## src/rtl/core/ddf_pkg.sv

```systemverilog
// ----------------------------------------------------------------------------
// ddf_pkg
// Shared types, sizes and helpers of the duplicate frame filter.
// ----------------------------------------------------------------------------
package ddf_pkg;

  // ring size and address width of a source node
  localparam int unsigned RING_DEPTH = 32;
  localparam int unsigned ADDR_BITS  = 16;

  // derived widths
  localparam int unsigned IDX_W  = $clog2(RING_DEPTH);
  localparam int unsigned CNT_W  = $clog2(RING_DEPTH + 1);
  localparam int unsigned SRC_W  = (ADDR_BITS < 16) ? ADDR_BITS : 16;
  localparam int unsigned SAT_W  = (CNT_W > 7) ? CNT_W : 7;
  localparam int unsigned SLOT_W = 64;
  localparam int unsigned SEQ_W  = 8;
  localparam int unsigned FLD_W  = 6;

  // item kinds
  typedef enum logic [1:0] {
    ACT_CHECK  = 2'd0,
    ACT_LOOKUP = 2'd1,
    ACT_EXPIRE = 2'd2,
    ACT_NOP    = 2'd3
  } action_e;

  // sequencer states
  typedef enum logic [1:0] {
    ST_IDLE,
    ST_SCAN,
    ST_FINISH
  } state_e;

  // one stored frame identity
  typedef struct packed {
    logic [SRC_W-1:0]  src;
    logic [SEQ_W-1:0]  seq;
    logic [SLOT_W-1:0] slot;
  } entry_t;

  // one accepted input item
  typedef struct packed {
    action_e           action;
    logic [SRC_W-1:0]  src;
    logic [SEQ_W-1:0]  seq;
    logic [SLOT_W-1:0] slot;
  } item_t;

  // compare unit verdict for one entry
  typedef struct packed {
    logic hit;
    logic expire;
  } cmp_res_t;

  // one result item
  typedef struct packed {
    logic             was_seen;
    logic             inserted;
    logic [FLD_W-1:0] dropped;
    logic [FLD_W-1:0] in_use;
  } result_t;

  // clamp a count to the 6-bit result field
  function automatic logic [FLD_W-1:0] sat_count(input logic [CNT_W-1:0] n);
    logic [SAT_W-1:0] ext;
    ext = SAT_W'(n);
    if (ext > SAT_W'(63)) begin
      return FLD_W'(63);
    end
    return ext[FLD_W-1:0];
  endfunction

endpackage

```

## src/rtl/core/ddf_entry_ram.sv

```systemverilog
// ----------------------------------------------------------------------------
// ddf_entry_ram
// Identity store of the ring: one write port, one registered read port.
// ----------------------------------------------------------------------------
module ddf_entry_ram
  import ddf_pkg::*;
(
  input  logic             clk_i,
  input  logic             wr_en_i,
  input  logic [IDX_W-1:0] wr_addr_i,
  input  entry_t           wr_data_i,
  input  logic [IDX_W-1:0] rd_addr_i,
  output entry_t           rd_data_o
);

  entry_t mem [RING_DEPTH];
  entry_t rd_data_q;

  // write port
  always_ff @(posedge clk_i) begin
    if (wr_en_i) begin
      mem[wr_addr_i] <= wr_data_i;
    end
  end

  // registered read port
  always_ff @(posedge clk_i) begin
    rd_data_q <= mem[rd_addr_i];
  end

  assign rd_data_o = rd_data_q;

endmodule

```

## src/rtl/core/ddf_compare_unit.sv

```systemverilog
// ----------------------------------------------------------------------------
// ddf_compare_unit
// Shared compare unit: identity match and age test against one entry.
// ----------------------------------------------------------------------------
module ddf_compare_unit
  import ddf_pkg::*;
(
  input  entry_t            entry_i,
  input  item_t             item_i,
  input  logic [SLOT_W-1:0] max_age_i,
  output cmp_res_t          res_o
);

  logic [SLOT_W:0] diff;

  // slot distance, top bit is the borrow when the stored slot is ahead
  assign diff = {1'b0, item_i.slot} - {1'b0, entry_i.slot};

  // identity match
  assign res_o.hit = (entry_i.src == item_i.src) && (entry_i.seq == item_i.seq);

  // old enough to drop: given slot ahead and distance beyond max age
  assign res_o.expire = !diff[SLOT_W] && (diff[SLOT_W-1:0] > max_age_i);

endmodule

```

## src/rtl/core/ddf_sequencer.sv

```systemverilog
// ----------------------------------------------------------------------------
// ddf_sequencer
// Scan sequencer: walks the ring once per item other than a no-op, keeps valid
// marks, counts and the write pointer, and builds the result.
// ----------------------------------------------------------------------------
module ddf_sequencer
  import ddf_pkg::*;
(
  input  logic             clk_i,
  input  logic             rst_ni,
  input  logic             in_valid_i,
  output logic             in_ready_o,
  input  item_t            item_i,
  output item_t            item_o,
  input  cmp_res_t         cmp_i,
  output logic [IDX_W-1:0] rd_addr_o,
  output logic             wr_en_o,
  output logic [IDX_W-1:0] wr_addr_o,
  output entry_t           wr_data_o,
  input  logic             out_free_i,
  output logic             res_load_o,
  output result_t          res_o
);

  state_e                state_q, state_d;
  item_t                 item_q, item_d;
  logic [IDX_W:0]        scan_q, scan_d;
  logic [IDX_W-1:0]      rd_idx_q, rd_idx_d;
  logic                  rd_pend_q, rd_pend_d;
  logic                  hit_q, hit_d;
  logic [CNT_W-1:0]      drop_q, drop_d;
  logic [CNT_W-1:0]      cnt_q, cnt_d;
  logic [IDX_W-1:0]      wptr_q, wptr_d;
  logic [RING_DEPTH-1:0] valid_q, valid_d;
  logic                  scan_done;
  logic                  do_read;
  logic                  do_insert;

  assign scan_done = (scan_q == (IDX_W + 1)'(RING_DEPTH));

  // next state
  always_comb begin
    state_d = state_q;
    unique case (state_q)
      ST_IDLE: begin
        if (in_valid_i) begin
          state_d = (item_i.action == ACT_NOP) ? ST_FINISH : ST_SCAN;
        end
      end
      ST_SCAN: begin
        if (scan_done) begin
          state_d = ST_FINISH;
        end
      end
      ST_FINISH: begin
        if (out_free_i) begin
          state_d = ST_IDLE;
        end
      end
      default: state_d = ST_IDLE;
    endcase
  end

  // state outputs
  always_comb begin
    in_ready_o = (state_q == ST_IDLE);
    do_read    = (state_q == ST_SCAN) && !scan_done;
    res_load_o = (state_q == ST_FINISH) && out_free_i;
    do_insert  = res_load_o && (item_q.action == ACT_CHECK) && !hit_q;
  end

  // datapath next values
  always_comb begin
    item_d    = item_q;
    scan_d    = scan_q;
    rd_idx_d  = rd_idx_q;
    rd_pend_d = 1'b0;
    hit_d     = hit_q;
    drop_d    = drop_q;
    cnt_d     = cnt_q;
    wptr_d    = wptr_q;
    valid_d   = valid_q;
    unique case (state_q)
      ST_IDLE: begin
        if (in_valid_i) begin
          item_d = item_i;
          scan_d = '0;
          hit_d  = 1'b0;
          drop_d = '0;
        end
      end
      ST_SCAN: begin
        // issue the next read, evaluate the entry read last cycle
        if (do_read) begin
          scan_d    = scan_q + 1'b1;
          rd_idx_d  = scan_q[IDX_W-1:0];
          rd_pend_d = 1'b1;
        end
        if (rd_pend_q && valid_q[rd_idx_q]) begin
          if ((item_q.action == ACT_CHECK || item_q.action == ACT_LOOKUP) && cmp_i.hit) begin
            hit_d = 1'b1;
          end
          if ((item_q.action == ACT_EXPIRE) && cmp_i.expire) begin
            valid_d[rd_idx_q] = 1'b0;
            drop_d            = drop_q + 1'b1;
            cnt_d             = cnt_q - 1'b1;
          end
        end
      end
      ST_FINISH: begin
        // store a new identity at the ring pointer on a check miss
        if (do_insert) begin
          valid_d[wptr_q] = 1'b1;
          if (!valid_q[wptr_q]) begin
            cnt_d = cnt_q + 1'b1;
          end
          wptr_d = (wptr_q == IDX_W'(RING_DEPTH - 1)) ? '0 : wptr_q + 1'b1;
        end
      end
      default: ;
    endcase
  end

  // control registers
  always_ff @(posedge clk_i or negedge rst_ni) begin
    if (!rst_ni) begin
      state_q   <= ST_IDLE;
      rd_pend_q <= 1'b0;
      cnt_q     <= '0;
      wptr_q    <= '0;
      valid_q   <= '0;
    end else begin
      state_q   <= state_d;
      rd_pend_q <= rd_pend_d;
      cnt_q     <= cnt_d;
      wptr_q    <= wptr_d;
      valid_q   <= valid_d;
    end
  end

  // item and scan registers
  always_ff @(posedge clk_i) begin
    item_q   <= item_d;
    scan_q   <= scan_d;
    rd_idx_q <= rd_idx_d;
    hit_q    <= hit_d;
    drop_q   <= drop_d;
  end

  // memory ports
  assign rd_addr_o      = scan_q[IDX_W-1:0];
  assign wr_en_o        = do_insert;
  assign wr_addr_o      = wptr_q;
  assign wr_data_o.src  = item_q.src;
  assign wr_data_o.seq  = item_q.seq;
  assign wr_data_o.slot = item_q.slot;
  assign item_o         = item_q;

  // result fields
  assign res_o.was_seen = hit_q;
  assign res_o.inserted = (item_q.action == ACT_CHECK) && !hit_q;
  assign res_o.dropped  = sat_count(drop_q);
  assign res_o.in_use   = sat_count(cnt_d);

endmodule

```

## src/rtl/core/duplicate_frame_filter.sv

```systemverilog
// ----------------------------------------------------------------------------
// duplicate_frame_filter
// Duplicate suppression ring cache of recently seen frame identities.
// Each result follows a scan of the ring, which reads one ring entry per cycle
//   through the RAM port, and waits in the sequencer while the output register is full.
// A new item is taken only once the last result is loaded; no-op items skip the scan.
// Reset: all valid marks, the write pointer and the count clear at once,
//   max_age returns to 16; stored identities stay undefined until written.
// ----------------------------------------------------------------------------
module duplicate_frame_filter
  import ddf_pkg::*;
(
  input  logic        clk_i,
  input  logic        rst_ni,
  // configuration write: max_age
  input  logic        cfg_valid_i,
  output logic        cfg_ready_o,
  input  logic [63:0] cfg_data_i,
  // input items
  input  logic        s_axis_tvalid,
  output logic        s_axis_tready,
  input  logic [87:0] s_axis_tdata,  // source_addr[15:0], seq_num[23:16], time_slot[87:24]
  input  logic [1:0]  s_axis_tuser,  // action[1:0]
  // result items
  output logic        m_axis_tvalid,
  input  logic        m_axis_tready,
  output logic [15:0] m_axis_tdata   // was_seen[0], inserted[1], dropped[7:2], in_use[13:8]
);

  logic [SLOT_W-1:0] max_age_q;
  item_t             in_item;
  item_t             cur_item;
  entry_t            rd_entry;
  entry_t            wr_entry;
  cmp_res_t          cmp_res;
  logic [IDX_W-1:0]  rd_addr;
  logic [IDX_W-1:0]  wr_addr;
  logic              wr_en;
  logic              out_free;
  logic              res_load;
  result_t           res;
  result_t           res_q;
  logic              m_valid_q;

  // age register
  assign cfg_ready_o = 1'b1;
  always_ff @(posedge clk_i or negedge rst_ni) begin
    if (!rst_ni) begin
      max_age_q <= SLOT_W'(16);
    end else if (cfg_valid_i) begin
      max_age_q <= cfg_data_i;
    end
  end

  // unpack the input transaction
  assign in_item.action = action_e'(s_axis_tuser);
  assign in_item.src    = s_axis_tdata[SRC_W-1:0];
  assign in_item.seq    = s_axis_tdata[23:16];
  assign in_item.slot   = s_axis_tdata[87:24];

  ddf_entry_ram u_ram (
    .clk_i     (clk_i),
    .wr_en_i   (wr_en),
    .wr_addr_i (wr_addr),
    .wr_data_i (wr_entry),
    .rd_addr_i (rd_addr),
    .rd_data_o (rd_entry)
  );

  ddf_compare_unit u_cmp (
    .entry_i   (rd_entry),
    .item_i    (cur_item),
    .max_age_i (max_age_q),
    .res_o     (cmp_res)
  );

  ddf_sequencer u_seq (
    .clk_i      (clk_i),
    .rst_ni     (rst_ni),
    .in_valid_i (s_axis_tvalid),
    .in_ready_o (s_axis_tready),
    .item_i     (in_item),
    .item_o     (cur_item),
    .cmp_i      (cmp_res),
    .rd_addr_o  (rd_addr),
    .wr_en_o    (wr_en),
    .wr_addr_o  (wr_addr),
    .wr_data_o  (wr_entry),
    .out_free_i (out_free),
    .res_load_o (res_load),
    .res_o      (res)
  );

  // output register
  assign out_free = !m_valid_q || m_axis_tready;
  always_ff @(posedge clk_i or negedge rst_ni) begin
    if (!rst_ni) begin
      m_valid_q <= 1'b0;
    end else if (res_load) begin
      m_valid_q <= 1'b1;
    end else if (m_axis_tready) begin
      m_valid_q <= 1'b0;
    end
  end

  always_ff @(posedge clk_i) begin
    if (res_load) begin
      res_q <= res;
    end
  end

  assign m_axis_tvalid = m_valid_q;
  assign m_axis_tdata  = {2'b00, res_q.in_use, res_q.dropped, res_q.inserted, res_q.was_seen};

  // a result never overwrites one still waiting
  assert property (@(posedge clk_i) disable iff (!rst_ni)
    res_load |-> (!m_valid_q || m_axis_tready))
    else $error("result loaded over a pending transaction");

  // a scanning item gives no result in the cycle after its input transaction
  assert property (@(posedge clk_i) disable iff (!rst_ni)
    (s_axis_tvalid && s_axis_tready && (s_axis_tuser != ACT_NOP)) |=> !res_load)
    else $error("result produced too early");

  // a hit never inserts
  assert property (@(posedge clk_i) disable iff (!rst_ni)
    (res_load && res.inserted) |-> !res.was_seen)
    else $error("inserted identity reported as seen");

endmodule
```

## config.mk

```make
export PLATFORM = sky130hd
export DESIGN_NAME = duplicate_frame_filter
export DESIGN_NICKNAME = d
export VERILOG_FILES = /design/src/rtl/core/ddf_pkg.sv /design/src/rtl/core/ddf_entry_ram.sv /design/src/rtl/core/ddf_compare_unit.sv /design/src/rtl/core/ddf_sequencer.sv /design/src/rtl/core/duplicate_frame_filter.sv
export SDC_FILE = /design/constraint.sdc
export NUM_CORES = 2
export LEC_CHECK = 0
export ABC_CLOCK_PERIOD_IN_PS = 7500
export BUFFER_PORTS_ARGS = -buffer_cell sky130_fd_sc_hd__buf_2
export CORE_MARGIN = 5
export CORE_UTILIZATION = 45
export DETAILED_ROUTE_END_ITERATION = 7
export GPL_TIMING_DRIVEN = 0
export PLACE_DENSITY_LB_ADDON = 0.05
export REMOVE_ABC_BUFFERS = 1
export SYNTH_ARGS = -nofsm -noshare
export SYNTH_HDL_FRONTEND = slang
export SYNTH_HIERARCHICAL = 1
export SYNTH_SLANG_ARGS = --single-unit
```

## constraint.sdc

```tcl
create_clock -name clk_i -period 7.5 [get_ports clk_i]
set_input_delay 1.5 -clock clk_i [delete_from_list [all_inputs] [get_ports clk_i]]
set_output_delay 1.5 -clock clk_i [all_outputs]
set_load 0.02 [all_outputs]
```

### Word-level counts from Yosys, hierarchy flattened

Memory sizes are Yosys's and may differ from the RTL's. A register that Yosys moved wholly into a read port is not among the register bits.
Cells that the tools add are included.

| cells by class | value |
|---|---|
| reduce and logical (&&, ||, !) cells | 31 |
| bitwise logic cells | 3 |
| order comparisons | 5 |
| eq/ne operators | 17 |
| multiplexer cells | 39 |
| add/subtract/negate cells | 6 |

Operator list:

| operator | count |
|---|---|
| 32-bit two-way mux | 3 |
| 64-bit by 64-bit subtractor with 65-bit output | 1 |
| 64-bit greater-than comparator | 1 |
| 32-bit case mux with 2 select lines | 1 |
| 6-bit two-way mux | 8 |
| 6-bit case mux with 2 select lines | 3 |
| 32-bit bitwise AND | 1 |
| 32-bit NOT | 1 |
| 32-bit OR | 1 |
| 6-bit by 1-bit adder with 6-bit output, second input constant | 3 |
| 16-bit equality test | 1 |
| 1-bit two-way mux | 13 |
| 1-bit logical AND | 12 |
| 5-bit by 6-bit < comparator with 1-bit output, second input constant | 2 |
| 4-bit AND reduction | 3 |
| 1-bit binary-select mux with 5-bit select | 2 |
| 1-bit demux with 5-bit select | 2 |
| 5-bit by 1-bit greater-or-equal comparator with 1-bit output, second input constant | 2 |
| 2-bit != test, second input constant | 5 |
| 8-bit equality test | 1 |
| 2-bit two-way mux | 4 |
| 2-bit equality test, second input constant | 3 |
| 6-bit equality test, second input constant | 1 |
| 2-bit by 1-bit != test with 1-bit output, second input constant | 3 |
| other kinds (13) | 24 |

| storage, ports and cells | value |
|---|---|
| bits in registers | 233 |
| memories | 1 |
| logic and storage cells | 121 |
| bits in writable memories | 2,816 |

Memory list:

| memory | words | bits a word | rd ports | clocked after memory_dff | write ports | RTL line | text |
|---|---|---|---|---|---|---|---|
| u_ram.mem | 32 | 88 | 1 | 1 | 1 | ddf_entry_ram.sv:16 | `entry_t mem [RING_DEPTH];` |

### Longest topological paths before layout

| logic depth | value |
|---|---|
| word-level depth | 9 |
| mapped depth | 32 |
| gate-level depth less buffers | 31 |

### Cells and area by module

Netlist, hierarchy kept.

By module, submodules not included:

| module | instances | seq. area each (µm²) | area each (µm²) | cells an instance |
|---|---|---|---|---|
| ddf_entry_ram | 1 | 86,322.8 | 108,786.8 | 5,145 |
| ddf_sequencer | 1 | 4,394.2 | 7,404.6 | 597 |
| ddf_compare_unit | 1 | 0.0 | 5,845.6 | 857 |
| duplicate_frame_filter | 1 | 2,048.2 | 3,168.0 | 157 |

### Least setup slack after synthesis

OpenSTA, ideal clock, no wires.

| timing path | value |
|---|---|
| path kind | in2reg |
| start point | in m_axis_tready |
| end point | mem u_ram/mem[28][0] (netlist bit) (enable) |
| buffers on the path | 2 |
| cell stages on the path | 8 |
| required time | 6,964 ps |
| arrival time | 6,925 ps |
| slack | 39 ps |
| cells stage by stage | nand2b_1 > and2_1 > nand2_1 > inv_1 > buf_2 > or3b_2 > clkbuf_1 > nor2_1 |

| between the ends | value |
|---|---|
| longest elaborated chain between the ends | 6 |

Ends and longest elaborated chain:

| element | RTL line | text |
|---|---|---|
| from (decl) | duplicate_frame_filter.sv:26 | `input logic m_axis_tready,` |
| 1-bit logical OR | duplicate_frame_filter.sv:95 | `assign out_free = !m_valid_q \|\| m_axis_tready;` |
| 1-bit logical AND | ddf_sequencer.sv:68 | `res_load_o = (state_q == ST_FINISH) && out_free_i;` |
| named net res_load | duplicate_frame_filter.sv:40 | `logic res_load;` |
| 1-bit logical AND (2 in a row) | ddf_sequencer.sv:69 | `do_insert = res_load_o && (item_q.action == ACT_CHECK) && !hit_q;` |
| named net wr_en | duplicate_frame_filter.sv:38 | `logic wr_en;` |
| 1-bit two-way mux | ddf_entry_ram.sv:21 | `if (wr_en_i) begin` |
| 1-bit two-way mux (implied by the code) | ddf_entry_ram.sv:22 | `mem[wr_addr_i] <= wr_data_i;` |
| to (decl) | ddf_entry_ram.sv:16 |  |

The timed path passes the listed nets, and every way through them passes these cells.

==> reports/metrics.cfg <==
[finish]
layout_common_cells = edfxtp_1, mux2i_1, a22oi_1, mux4_2, clkbuf_16
finalNonFillerCells = 11263
drive_above_1_share_pct = 21.70
post-route-util_pct = 53.83
syn_to_final_growth_pct = 18.98
nets = 7577
final_common_cell = edfxtp_1

[placement]
gp_congestion = 0.8256
port_buffers = 174
dpl.cell_count = 10574
hpwl_mm = 253.0
pre_cts_ws_ns = -0.9568

[timing]
max_slew_margin_pct = 10.09
rsz0062_at_grt = no
min_period_over_period_pct = 94.22
finalClockSkew_ns = 0.03906
hold_viol = 0
setup_viol = 0
setup_ws_ns = 0.4338
tns_ns = 0
worstMarginPinSlew_ns = 1.346
period_needed_ns = 7.066
hold_slack_ns = 0.4781
fmax_ghz = 0.1415
maxSlewViolCount = 0

[setup_path]
crit_buf_inv = 1
crit_fanout = 18
start_kind = register
cp_slowest_stage_delay_ns = 0.76
critPathRequiredTime_ns = 8.30
r2r_slack_ns = 0.43
worst_setup_path_end_kind = register
cpLargestDelayFamily = simple AND/OR/NAND/NOR gates
cpMaxStageDelayCell = edfxtp_1
cp.arrival_ns = 7.86
crit_type = register to register

[floorplanning]
start_util_pct = 45.24
coreArea_um2 = 276700
ios = 178
die_x_um = 537.5
die_area_um2 = 288900
fp-row-count = 193
die_y_um = 537.5

[drt]
detailedRoute.firstIterationViolations = 6899
vias = 67509
wirelength_met1_mm = 166.0
route.met2.wl_mm = 183.3
via_per_inst = 5.994
ant_nets = 0
dr_wl_met3_mm = 21.16
routed.top_layer = met4
firstDrtPassIters = 5
routedWlPerCell_um = 33.85
drc = 0
wl_mm = 381.2

[clock_tree]
cts.sinks = 3137
clk_path_buf_depth = 4
ctsRootBufferMaster = clkbuf_16
cts_tree = built
clk_pin_slew_ns = 0.06
clk_latency_ns = 0.91
htreeDepth = 5
cts_buffers = 335

[yosys]
syn_avg_cell_area_um2 = 18.53
synthTopCellsByArea = edfxtp_1, mux4_2, mux2i_1, a22oi_1, dfrtp_1
ys_dominant_reg_cell = edfxtp_1
ys_ff_latch = 3137
synth_largest_area_cell = edfxtp_1
ys_seq_area_share_pct = 74.09
syn_area_um2 = 125200
synth_edf_count = 2938
synthArstFlopShare_pct = 3.538
yosys_warnings = 6
synth_top_area_share_pct = 70.46
syn_inst = 6756
synth_cell_types = 93

[global_routing]
grt_antenna_before_repair = 13
grt_usage_pct = 25.88
grt_max_degree = 74
overflow = 0
grt_pass1_wl_mm = 528.6
grt_pass1_vias = 67150

[power_and_ir_drop]
ir_drop_uv = 219.8
p_per_area_nw_per_um2 = 375.3
p_leak_nw = 50.68

[min_path]
holdCritPathClass = register to register

[run_status]
outcome = complete, no violations

[run]
cap_violations = 0

==> logic make-up (layout without fill, tap and decap cells) <==
group / count (synthesis) / in the layout / share of synthesized area, %
multiplexers: 1156 / 1156 / 13.07
XOR/XNOR: 91 / 91 / 0.6366
other: 2 / 5 / 0.005998
buffers and inverters: 605 / 1404 / 2.547
AND/OR/NAND/NOR: 661 / 661 / 2.761
AO/OA/AOI/OAI: 962 / 962 / 5.463
adder cells (fa/ha/maj): 142 / 142 / 1.425
flip-flops: 3137 / 3137 / 74.09
==> metal layers <==
metal | global-route usage (%) | vias to the layer above
met3 | 2.853 | 505
met4 | 6.918 | 0
met5 | 0 | -
met1 | 37.44 | 36365
met2 | 42.16 | 2274
li1 | - | 28365
==> registers in the layout, summed over array words and instances (netlist names), 2 cells and up <==
signal	cells
m_axis_tdata	14
max_age_q	64
u_ram/mem	2816
u_ram/rd_data_o	88
u_seq/cnt_q	6
u_seq/drop_q	6
u_seq/item_o	90
u_seq/rd_idx_q	5
u_seq/scan_q	6
u_seq/state_q	2
u_seq/valid_q	32
u_seq/wr_addr_o	5
==> cell type report <==
| class | count | area (µm²) |
|---|---|---|
| multi-input cells | 3015 | 29710 |
| repair buffers | 625 | 10390 |
| diodes | 2 | 5.005 |
| inverters | 162 | 608.1 |
| fillers | 21781 | 127800 |
| well taps | 3705 | 4636 |
| clock inverters | 153 | 1475 |
| clock buffers | 464 | 9378 |
| flip-flops and latches | 3137 | 92770 |
==> per-stage QoR <==
step                power [W]  cell area (µm²)
floorplan             0.03183           122600
global placement      0.03593           128100
detailed placement    0.03963           137300
CTS                   0.05614           148300
global route          0.05815           149000
finish                0.05590           149000
==> path summary, 6_finish.rpt <==
kind	startpoint	to	cells past startpoint
setup reg to reg	u_seq/item_o[22]	u_seq/valid_q[6]	25
hold / removal	u_seq/drop_q[5]	m_axis_tdata[7]	0
setup / recovery	u_seq/item_o[22]	u_seq/valid_q[6]	25
min in group asynchronous	rst_ni	max_age_q[9]	1
hold reg to reg	u_seq/drop_q[5]	m_axis_tdata[7]	0
max in group asynchronous	rst_ni	u_seq/valid_q[3]	2
==> worst reg2reg max path, delay by kind of cell (launching register included) <==
family,cells,cell delay [ns]
adder cells (fa/ha/maj),2,0.98
buffers and inverters,1,0.16
flip-flops,1,0.76
AND/OR/NAND/NOR,13,2.72
AO/OA/AOI/OAI,9,2.38
==> synth_stat cells, types with 10 or more instances <==
cell,number
o31ai_1,11
buf_6,24
buf_1,18
buf_2,121
nand3_1,199
a22o_1,55
nor3_1,20
buf_4,128
xor2_1,46
and2_1,17
nor2b_1,28
nand3b_1,10
o21bai_1,13
nand2b_1,19
nor2_1,120
mux2_4,61
edfxtp_1,2938
nand2_1,98
dfxtp_1,88
nor4_1,10
ha_1,141
a21o_1,80
and3_1,12
o21ai_0,53
nand4_1,79
a21oi_1,125
dfrtp_1,110
a31oi_1,73
clkbuf_1,141
mux2i_1,730
xnor2_1,45
a22oi_1,469
mux4_2,358
inv_1,162
==> repair_timing <==
action | in CTS | in global routing
pin swaps | 1 | 0
resized for setup | 10 | 10
setup endpoints to repair | 50 | 44
hold buffers | 0 | 0
buffers inserted | 14 | 56
==> power by group <==
group          switching, W  internal (W)
clock               0.00690       0.00953
combinational        0.0100       0.00794
sequential          0.00103        0.0205
total                0.0179        0.0380
No activity file was read; power rests on OpenSTA's default activity.
